File: config.mk
export PLATFORM = sky130hd
export DESIGN_NAME = srt_cell
export DESIGN_NICKNAME = d
export VERILOG_FILES = /design/src/rtl/srt_pkg.sv /design/src/rtl/srt_cell.sv
export SDC_FILE = /design/constraint.sdc
export NUM_CORES = 1
export LEC_CHECK = 0
export ABC_AREA = 1
export BUFFER_PORTS_ARGS = -buffer_cell sky130_fd_sc_hd__buf_2
export CORE_AREA = 2 2 160 162
export DETAILED_ROUTE_END_ITERATION = 10
export DIE_AREA = 0 0 162 164
export GPL_ROUTABILITY_DRIVEN = 0
export GPL_TIMING_DRIVEN = 1
export HOLD_SLACK_MARGIN = 0.02
export PLACE_DENSITY = 0.6
export SLEW_MARGIN = 20
export SYNTH_ARGS = -nofsm -noshare
export SYNTH_HDL_FRONTEND = slang
export SYNTH_SLANG_ARGS = --single-unit
File: constraint.sdc
create_clock -name clk_i -period 3.5 [get_ports clk_i]
set_input_delay 0.35 -clock clk_i [delete_from_list [all_inputs] [get_ports clk_i]]
set_output_delay 0.35 -clock clk_i [all_outputs]
set_load 0.01 [all_outputs]
File: src/rtl/srt_pkg.sv
// Shared types and constants for the sorted route table.
`timescale 1ns / 1ps

package srt_pkg;

  // Number of route slots, and the bits needed to name one of them
  localparam int unsigned TABLE_DEPTH = 16;
  localparam int unsigned IDX_W       = (TABLE_DEPTH > 1) ? $clog2(TABLE_DEPTH) : 1;

  // Field widths of the stream payloads
  localparam int unsigned ADDR_W    = 32;
  localparam int unsigned PORT_W    = 4;
  localparam int unsigned MODE_W    = 2;
  localparam int unsigned STATUS_W  = 2;
  localparam int unsigned INDEX_W   = 4;
  localparam int unsigned IN_DATA_W  = 104;
  localparam int unsigned OUT_DATA_W = 104;

  // Operation carried with each request
  typedef enum logic [MODE_W-1:0] {
    MODE_LOOKUP = 2'd0,
    MODE_ADD    = 2'd1,
    MODE_DELETE = 2'd2,
    MODE_GET    = 2'd3
  } mode_e;

  // Result status codes
  typedef enum logic [STATUS_W-1:0] {
    STATUS_OK        = 2'd0,
    STATUS_NOT_FOUND = 2'd1,
    STATUS_FULL      = 2'd2
  } status_e;

  // Sequencer states
  typedef enum logic [1:0] {
    ST_IDLE  = 2'd0,
    ST_MATCH = 2'd1,
    ST_ACT   = 2'd2,
    ST_INS   = 2'd3
  } state_e;

  // One route slot
  typedef struct packed {
    logic              valid;
    logic [ADDR_W-1:0] address;
    logic [ADDR_W-1:0] mask;
    logic [ADDR_W-1:0] gateway;
    logic [PORT_W-1:0] port;
  } entry_t;

  // Control broadcast from the sequencer to every cell
  typedef struct packed {
    logic  capture;    // register the compare result for the pending request
    logic  remove;     // close the gap at the first marked cell
    logic  insert;     // open a gap at the first marked cell and load the request
    logic  ins_phase;  // mark cells by insert position instead of by compare hit
    mode_e mode;
  } cell_ctl_t;

endpackage

File: src/rtl/srt_cell.sv
// One route slot of the table with its compare logic and neighbour shift.
`timescale 1ns / 1ps

module srt_cell (
  input  logic              clk_i,
  input  logic              rst_ni,
  input  srt_pkg::cell_ctl_t ctl_i,
  input  srt_pkg::entry_t   req_i,     // pending request as a route
  input  srt_pkg::entry_t   prev_i,    // slot above (lower index)
  input  srt_pkg::entry_t   next_i,    // slot below (higher index)
  input  logic              before_i,  // some earlier cell is marked
  output logic              after_o,   // this or some earlier cell is marked
  output logic              first_o,   // this is the first marked cell
  output srt_pkg::entry_t   entry_o
);

  srt_pkg::entry_t entry_q, entry_d;
  logic            hit_q, hit_d;
  logic            ins_here;
  logic            mark;

  // Compare the stored route against the request
  always_comb begin
    hit_d = hit_q;
    if (ctl_i.capture) begin
      case (ctl_i.mode)
        srt_pkg::MODE_LOOKUP: hit_d = (req_i.address & entry_q.mask) == entry_q.address;
        srt_pkg::MODE_GET:    hit_d = (entry_q.address == req_i.address) &&
                                      (entry_q.mask == req_i.mask);
        default:              hit_d = entry_q.address == req_i.address;
      endcase
      hit_d = hit_d & entry_q.valid;
    end
  end

  // Insert point: first empty slot or first mask not above the new one
  assign ins_here = !entry_q.valid || (entry_q.mask <= req_i.mask);
  assign mark     = ctl_i.ins_phase ? ins_here : hit_q;
  assign first_o  = mark && !before_i;
  assign after_o  = mark || before_i;

  // Shift up on removal, shift down or load on insertion, else hold
  always_comb begin
    entry_d = entry_q;
    if (ctl_i.remove && (before_i || mark)) begin
      entry_d = next_i;
    end else if (ctl_i.insert) begin
      if (first_o) begin
        entry_d = req_i;
      end else if (before_i) begin
        entry_d = prev_i;
      end
    end
  end

  // Slot and compare flag, cleared on reset
  always_ff @(posedge clk_i or negedge rst_ni) begin
    if (!rst_ni) begin
      entry_q <= '0;
      hit_q   <= 1'b0;
    end else begin
      entry_q <= entry_d;
      hit_q   <= hit_d;
    end
  end

  assign entry_o = entry_q;

endmodule
==> results.md, run 1 <==
- Status: completed
- Fin area: 11030 µm²
- Vias: 10620
- Core Box Area: 24820 µm²
- Postcts setup bufs: 0
- Cells after synthesis: 1355
- Pwr Density: 402.8 nW/µm²
- Fraction of layout cells with a size suffix above 1: 27.45%
- Area contributors post-synth: dfrtp_1 30%, nand2_1 22%, nor2_1 9.9%
- Final antenna-violating net count: 0
- Metal3 WL: 2923 µm
- Count leader, synth: nand2_1
- Pins over their slew limit: 0
- Vias in the first global route: 9551
- Max-Cap Viols: 0
- Drt wl/cell: 17.98 µm
- Gr ovfl total: 0
- Crit path time final: 3.190 ns
- Slew @ Worst Pin: 1.003 ns
- Synth area leader: dfrtp_1
- Layout area overhead: 31.05%
- Met1 WL: 16050 µm
- Synthesized Nets: 1701
- Highest Signal Layer: met5
- Total negative slack: 0 ns
- Effective utilization at floorplan: 33.91%
- Total routed wirelength: 36880 µm
- Peak VDD IR: 0.2063 mV
- Period Utilization, post-route: 91.15%
- CTS H-tree depth: 3
- WL met2: 16740 µm
- Fmax: 313.5 MHz
- Kind of critical path: reg -> out
- # DRC: 0
- Nets: 2058
- TritonCTS Buffers: 9
- Most used DFF post-synth: dfrtp_1
- Setup crit end kind: primary output
- Critical path peak fanout: 34
- DP HPWL: 28170 µm
- Synth Warn #: 0
- # clock sinks: 102
- Die Ht: 164 µm
- Die ar.: 26570 µm²
- Area share of the largest cell type after synthesis: 30.33%
- CP Launch Type: flip-flop
- Worst Hold Class: in -> async
- Synthesized area: 8417 µm²
- PortBufs: 414
- Max clock buf depth: 2
- DR vias/cell: 5.176
- Power Total: 4.443 mW
- # setup viols final: 0
- Yosys cell types: 32
- Sequential share of the synthesized area: 30.33%
- First-pass GRT wire length: 54710 µm
- Die W: 162 µm
- Resize count post-CTS: 0
- Initial antenna violation count: 10
- Post-synth top cells: 491 x nand2_1, 223 x nor2_1, 124 x nand3_1, 112 x nand4_1, 102 x dfrtp_1
- Clk_skew: 0.01091 ns
- TritonCTS clock tree: yes
- Post-DP Area: 10710 µm²
- Slew HR: 33.14%
- Mean Syn Cell Area: 6.212 µm²
- Reg2Reg Depth: 15
- Final hold vios: 0
- Reg-to-Reg Start: entry_o[59]$_DFFE_PN0P_
- Root Buffer: clkbuf_16
- CP startpoint: entry_o[59]$_DFFE_PN0P_
- # IOs: 415
- Async SR Flop Fraction: 100.0%
- GRT Overall Usage: 26.77%
- DRT iter0 DRCs: 912
- Req. time, crit path: 3.15 ns
- Static leakage: 6.362 nW
- Clk_lat worst skew: 0.36 ns
- Hold_buf cts: 0
- Pin count of the biggest net entering global routing: 86
- #FFs+latches synth: 102
- RSZ-0062 raised after global routing: no
- Row cnt: 58
- Drt pass-1 iters: 5
- Worst EP arrival: 2.84 ns
- EDFF count, synth: 0
- Worst-path clk slew: 0.08 ns
## routing by layer
| layer | vias up | global-route usage (%) |
|---|---|---|
| li1 | 5118 | - |
| met1 | 4889 | 35.97 |
| met2 | 524 | 43.15 |
| met3 | 74 | 5.227 |
| met4 | 12 | 9.212 |
| met5 | - | 0 |
## worst paths after layout
path                                           endpoint  slack (ns)
max in group asynchronous       entry_o[13]$_DFFE_PN0P_        2.71
worst min register to register  entry_o[26]$_DFFE_PN0P_        0.48
worst max register to register  entry_o[72]$_DFFE_PN0P_        0.50
worst max-delay path                            first_o        0.31
worst min-delay path            entry_o[39]$_DFFE_PN0P_       0.003
min in group clk_i                    hit_q$_DFFE_PN0P_        0.24
## power by group
part           internal [mW]  switching, mW
Sequential              1.37          0.262
Combinational          0.662           1.02
Clock                  0.625          0.501
Total                   2.66           1.79
## logic make-up (layout without fill, tap and decap cells)
group           Yosys count  after routing  synth area share (%)
flops                   102            102                 30.33
compound gates           42             42                 2.988
fa+ha+maj                34             34                 5.054
buf+inv                 168            529                 8.964
other cells               0              5                     0
simple gates            986            986                 50.28
xor+xnor                 23             23                 2.393
## cell usage in the layout, fill, tap and decap left out, drive strengths merged, types with 3 or more instances in the layout
cell type and instances:
a21oi 13, buf 435, clkbuf 9, clkinv 3
dfrtp 102, diode 5, ha 34, inv 79
nand2 495, nand3 124, nand4 112, nor2 224
nor3 7, nor4 9, o21ai 8, o22ai 13
or2 11, xor2 21
## critical path, stage by stage, from the launching register on
cell	delay, ns
dfrtp_1	0.52
ha_1	0.36
nand2_1	0.07
nor2_1	0.19
nand4_1	0.15
nor2_2	0.13
nand3_1	0.11
nand3_1	0.10
inv_2	0.05
nand2_4	0.09
nand3_4	0.37
inv_1	0.15
buf_2	0.15
## registers in the layout, indices dropped and copies added, names as in the netlist
signal / count
entry_o: 101
hit_q: 1
## metrics by stage
| stage | worst slack, ns | hold slack [ns] | util (%) | instances |
|---|---|---|---|---|
| after floorplan | 1.254 | 0.05441 | - | 1355 |
| after CTS | 0.3308 | 0.02104 | 44.39 | 2046 |
| after detailed placement | 0.5516 | 0.4067 | 43.14 | 2031 |
| after global placement | 0.5691 | 0.4049 | 43.14 | 2031 |
| after global routing | 0.1390 | 0.04162 | 44.41 | 2048 |
| final | 0.3098 | 0.002736 | 44.44 | 2051 |
## cell type report
cell class                 count  area, µm²
tap                          330      412.9
inverter                      79      300.3
timing repair buffer         435       2295
fill                        2727      13790
sequential                   102       2552
multi-input combinational   1085       5146
clock buffer                   9      225.2
clock inverter                 6      86.33
antenna                        5      12.51
(Power assumes the default switching activity.)
==> inputs of run 2 (changes only) <==
ABC_AREA = 0   (was 1)
CORE_AREA = 2 2 162 164   (was 2 2 160 162)
DIE_AREA = 0 0 164 166   (was 0 0 162 164)
PLACE_DENSITY = 0.62   (was 0.6)
==> run 2 against run 1 <==
Against the previous run: worst setup slack lost 0.15 ns; sequential share of layout area fell by 1.7 points; wire length increased by 7.9%; power increased by 9.0%; largest power group unchanged; fmax down 4.4%; critical endpoint unchanged; combinational power grew 21%; sequential power rose by 7%; first-iteration DRC count down 22%; critical path type unchanged; critical path depth shrank 5; via count decreased by 9.1%.
==> results.md, run 2 <==
- Status: completed
- Critical path peak fanout: 39
- Nets: 1691
- Sequential share of the synthesized area: 27.85%
- Core Box Area: 25620 µm²
- Yosys cell types: 50
- Setup crit end kind: primary output
- GRT Overall Usage: 28.45%
- Drt pass-1 iters: 7
- # clock sinks: 102
- #FFs+latches synth: 102
- Fraction of layout cells with a size suffix above 1: 52.71%
- Fmax: 299.8 MHz
- CTS H-tree depth: 3
- P_int: 2.832 mW
- Area contributors post-synth: dfrtp_1 28%, a211oi_2 12%, a211oi_1 9.2%
- First-pass GRT wire length: 59160 µm
- Max clock buf depth: 2
- TritonCTS clock tree: yes
- Most frequent cells in the layout: 413 x buf_2, 154 x inv_1, 112 x a211oi_1, 102 x dfrtp_1, 101 x or2_2
- Area share of the largest cell type after synthesis: 27.85%
- Kind of critical path: reg -> out
- Post-synth top cells: 154 x inv_1, 112 x a211oi_1, 102 x dfrtp_1, 101 x or2_2, 90 x a211oi_2
- Pwr Density: 406.1 nW/µm²
- Synth Warn #: 0
- CP Launch Type: flip-flop
- Final WS setup: 0.1639 ns
- DRT iter0 DRCs: 714
- EDFF count, synth: 0
- Count leader, synth: inv_1
- Final hold vios: 0
- Req. time, crit path: 3.15 ns
- DP HPWL: 30120 µm
- Crit path time final: 3.336 ns
- Mean Syn Cell Area: 9.370 µm²
- Worst Hold Class: in -> reg
- Max FFs per register: 101
- RSZ-0062 raised after global routing: no
- Die ar.: 27220 µm²
- Dpl cells: 1668
- Comb pwr share: 42.0%
- Static leakage: 5.625 nW
- Synthesized area: 9164 µm²
- Synthesized Nets: 1324
- Vias: 9646
- Non-filler instance count after layout: 1690
- Sequential share of power: 35.8%
- Initial antenna violation count: 7
- Final hold slack: 0.2045 ns
- Pin count of the biggest net entering global routing: 102
- Gr ovfl total: 0
- Die Ht: 166 µm
- Placement Setup Slack: 0.3020 ns
- Root Buffer: clkbuf_16
- Switch Pwr: 2.011 mW
- Slowest-stage cell, CP: dfrtp_1
- Effective utilization at floorplan: 35.77%
- # IOs: 415
- Period Utilization, post-route: 95.32%
- Crit-path cells: ha_1 -> nand4_1 -> nor4_2 -> a21oi_1 -> o21a_4 -> nor4_1 -> buf_2
- Async SR Flop Fraction: 100.0%
- # setup viols final: 0
- PortBufs: 414
- Total negative slack: 0 ns
- Layout area overhead: 30.13%
- Row cnt: 59
- Worst-path clk slew: 0.07 ns
- Leading cell type in the layout, fill and taps excluded: buf_2
- DR vias/cell: 5.708
- Synth area leader: dfrtp_1
- Drt wl/cell: 23.55 µm
- TritonCTS Buffers: 9
- Total routed wirelength: 39800 µm
- Net Sw Frac: 41.53%
- Clk_skew: 0.01243 ns
- Final antenna-violating net count: 0
- Vias in the first global route: 9825
- Max-Cap Viols: 0
- # DRC: 0
- Cells after synthesis: 978
- Peak VDD IR: 0.1893 mV
- Worst EP arrival: 2.99 ns
- Die W: 164 µm
- Most used DFF post-synth: dfrtp_1
- Slew HR: 43.16%
- Slowest stage delay, CP: 0.50 ns
- Clk_lat worst skew: 0.36 ns
- Clock power share: 22.1%
- Pins over their slew limit: 0
- Slew @ Worst Pin: 0.8525 ns
[run 2: changes by cell type in the layout (fill, tap and decap cells not counted), sizes merged, moves of 12 or more]
cell,before,now
nand2,495,26
nor2,224,5
a211oi,0,202
nand3,124,6
o41ai,0,101
nand4,112,14
or2,11,101
inv,79,155
nor2b,0,22
nand2b,0,12
[run 2: cell type report]
| type | count | area (µm²) |
|---|---|---|
| multi-input cells | 634 | 5632 |
| flip-flops and latches | 102 | 2552 |
| well taps | 335 | 419.2 |
| clock buffers | 10 | 229.0 |
| fillers | 2576 | 13690 |
| diodes | 6 | 15.01 |
| repair buffers | 444 | 2440 |
| inverters | 154 | 578.1 |
| clock inverters | 5 | 60.06 |
[run 2: kinds of logic after synthesis]
family	count (synthesis)	synth area share, %
AO/OA/AOI/OAI	370	40.61
XOR/XNOR	17	1.625
adder cells (fa/ha/maj)	34	4.642
buffers and inverters	242	11.36
flip-flops	102	27.85
AND/OR/NAND/NOR	213	13.91
[run 2: repair_timing]
| item | in CTS | in global routing |
|---|---|---|
| setup endpoints to repair | 0 | 2 |
| setup buffers | 0 | 0 |
| hold buffers | 1 | 0 |
| gates resized for setup | 0 | 1 |
| endpoints found under the hold margin | 2 | 0 |
[run 2: routing by layer]
layer | vias to the layer above | GRT usage [%] | part of all wire [%]
li1 | 4410 | - | -
met1 | 4678 | 34.72 | 39
met2 | 483 | 49.20 | 50
met3 | 73 | 6.169 | 8.4
met4 | 2 | 9.802 | 3.0
met5 | - | 0 | 0.033
[run 2: per-stage QoR]
| stage | utilization, % | instance area (µm²) | power (mW) |
|---|---|---|---|
| after floorplan | - | 9164 | 2.806 |
| after global placement | 45.30 | 11600 | 3.759 |
| after detailed placement | 45.30 | 11600 | 3.778 |
| after CTS | 46.47 | 11900 | 4.851 |
| after global routing | 46.54 | 11920 | 5.095 |
| final | 46.55 | 11930 | 4.843 |
[run 2: path summary, 6_finish.rpt]
kind,startpoint,end,slack (ns),cells past startpoint
worst max-delay path,entry_o[59]$_DFFE_PN0P_,first_o,0.16,7
worst min-delay path,ctl_i[5],hit_q$_DFFE_PN0P_,0.20,2
worst max register to register,entry_o[62]$_DFFE_PN0P_,entry_o[71]$_DFFE_PN0P_,0.35,8
worst min register to register,hit_q$_DFFE_PN0P_,hit_q$_DFFE_PN0P_,0.60,2
max in group asynchronous,rst_ni,entry_o[22]$_DFFE_PN0P_,2.16,3
min in group asynchronous,rst_ni,entry_o[62]$_DFFE_PN0P_,0.55,2
[run 2: worst max-delay path, delay by kind of cell, from the launching register on]
kind	cells	cell delay, ns
buffers and inverters	1	0.18
flip-flops	1	0.50
AO/OA/AOI/OAI	2	0.59
AND/OR/NAND/NOR	3	0.97
adder cells (fa/ha/maj)	1	0.37
[run 2: power groups by stage]
stage / clock network, mW / logic (mW) / registers (mW)
2_1_floorplan: 0 / 1.06 / 1.75
3_3_place_gp: 0 / 2.01 / 1.75
3_5_place_dp: 0 / 2.03 / 1.75
4_1_cts: 1.08 / 2.04 / 1.73
5_1_grt: 1.13 / 2.20 / 1.76
6_report: 1.07 / 2.04 / 1.74
==> inputs of run 3 (changes only) <==
BUFFER_PORTS_ARGS = unset   (was -buffer_cell sky130_fd_sc_hd__buf_2)
DONT_BUFFER_PORTS = 1   (was unset)
PLACE_DENSITY = 0.48   (was 0.62)
==> run 3 against run 2 <==
Against the previous run: critical path depth unchanged; clock skew up 0.0021 ns; global-route usage down 1.3 points; clock-buffer cell count unchanged; worst setup slack better by 0.077 ns; register-to-register slack better by 0.13 ns; die area unchanged; sequential power up 5%; fmax up 2.4%; clock power up 4%; highest routed layer unchanged.
==> results.md, run 3 (synthesis results as in run 2) <==
- Status: completed
- Layout area overhead: 8.575%
- Slowest stage delay, CP: 0.48 ns
- Reg2reg setup slack: 0.48 ns
- Total routed wirelength: 37850 µm
- DP HPWL: 27880 µm
- Worst EP arrival: 2.91 ns
- Clk_lat worst skew: 0.37 ns
- Pins over their slew limit: 0
- GRT Overall Usage: 27.15%
- First-pass GRT wire length: 55670 µm
- Max-Cap Viols: 0
- Slew @ Worst Pin: 0.8139 ns
- Fraction of layout cells with a size suffix above 1: 32.66%
- Peak VDD IR: 0.1931 mV
- Pwr Density: 451.2 nW/µm²
- Slowest-stage cell, CP: dfrtp_1
- Leading cell type in the layout, fill and taps excluded: inv_1
- Die Ht: 166 µm
- # setup viols final: 0
- Drt wl/cell: 29.41 µm
- Clk_skew: 0.01451 ns
- PortBufs: 0
- Crit path time final: 3.259 ns
- Vias in the first global route: 8337
- TritonCTS clock tree: yes
- Drt pass-1 iters: 5
- Fin area: 9950 µm²
- Effective utilization at floorplan: 35.77%
- Req. time, crit path: 3.15 ns
- Buffers and inverters on the worst path: 1
- Reg-to-Reg Start: entry_o[66]$_DFFE_PN0P_
- WHS Endpoint: hit_q$_DFFE_PN0P_
- Slew HR: 45.74%
- Initial antenna violation count: 8
- DR vias/cell: 6.290
- Delay-heaviest family, CP: simple AND/OR/NAND/NOR gates
- Fmax: 306.9 MHz
- Row cnt: 59
- Critical path peak fanout: 33
- Max FFs per register: 101
- Reg2Reg Depth: 8
- # IOs: 415
- Post-DP Area: 9585 µm²
- Final antenna-violating net count: 0
- Gr ovfl total: 0
- Period Utilization, post-route: 93.11%
- CP Launch Type: flip-flop
- # DRC: 0
- R2R Path End: entry_o[8]$_DFFE_PN0P_
- TritonCTS Buffers: 9
- Setup crit end kind: primary output
- Core Box Area: 25620 µm²
- Worst-path clk slew: 0.08 ns
- Final hold vios: 0
- Postcts setup bufs: 0
- Most frequent cells in the layout: 154 x inv_1, 112 x a211oi_1, 102 x dfrtp_1, 101 x or2_2, 90 x a211oi_2
- Total negative slack: 0 ns
- Die ar.: 27220 µm²
- Max clock buf depth: 2
- Worst hold stages: 1
- Static leakage: 4.074 nW
- Kind of critical path: reg -> out
- Vias: 8095
- Nets: 1287
- Worst Hold Class: in -> reg
- CTS H-tree depth: 3
- RSZ-0062 raised after global routing: no
- Final Util: 38.84%
- Pin count of the biggest net entering global routing: 103
- Root Buffer: clkbuf_16
- Die W: 164 µm
- Worst hold path startpoint: ctl_i[5]
- Crit-path cells: ha_1 -> nand4_2 -> nor4_2 -> a21oi_1 -> o21a_4 -> nor4_1 -> buf_4
- DRT iter0 DRCs: 562
- # clock sinks: 102
-- run 3: layout make-up --
class | instances | area, µm²
Clock buffer | 10 | 229.0
Clock inverter | 6 | 70.07
Inverter | 154 | 578.1
Antenna cell | 6 | 15.01
Timing Repair Buffer | 40 | 447.9
Sequential cell | 102 | 2552
Fill cell | 2591 | 15670
Multi-Input combinational cell | 634 | 5638
Tap cell | 335 | 419.2
-- run 3: per-layer routing --
layer	part of all wire, %	track usage [%]	up-vias
met5	0.042	0	-
met4	3.9	11.14	2
met3	8.5	7.642	75
met2	48	45.07	408
met1	39	32.89	4014
li1	-	-	3596
-- run 3: worst reg2reg max path, delay by kind of cell, from the launching register on --
kind,cells,cell delay (ns)
compound gates,4,1.08
buf+inv,1,0.36
simple gates,2,0.61
flops,1,0.48
fa+ha+maj,1,0.37
-- run 3: where the power goes --
group	switching (mW)	internal, mW
registers	0.425	1.41
logic	0.930	0.620
clock network	0.541	0.564
total	1.90	2.59
-- run 3: worst max-delay path by stage --
stage	slack [ns]	to	cells past startpoint	from
after floorplan	0.84	first_o	8	entry_o[51]$_DFFE_PN0P_
after global placement	0.43	entry_o[17]$_DFFE_PN0P_	8	entry_o[66]$_DFFE_PN0P_
after detailed placement	0.37	entry_o[8]$_DFFE_PN0P_	8	entry_o[66]$_DFFE_PN0P_
after CTS	0.09	first_o	7	entry_o[66]$_DFFE_PN0P_
after global routing	0.11	first_o	7	entry_o[58]$_DFFE_PN0P_
final	0.24	first_o	7	entry_o[66]$_DFFE_PN0P_
-- run 3: timing repair --
action	4_1_cts	5_1_grt
gates resized for setup	0	2
endpoints found under the hold margin	102	0
hold buffers	2	0
setup endpoints to repair	0	1
-- run 3: through the flow --
step / total power, mW / cells / hold slack (ns) / setup slack [ns]
2_1_floorplan: 2.806 / 978 / 0.05441 / 0.8444
3_3_place_gp: 3.375 / 1263 / 0.05797 / 0.4300
3_5_place_dp: 3.380 / 1263 / 0.06001 / 0.3691
4_1_cts: 4.531 / 1281 / 0.08180 / 0.08893
5_1_grt: 4.739 / 1285 / 0.09623 / 0.1135
6_report: 4.489 / 1287 / 0.09847 / 0.2413
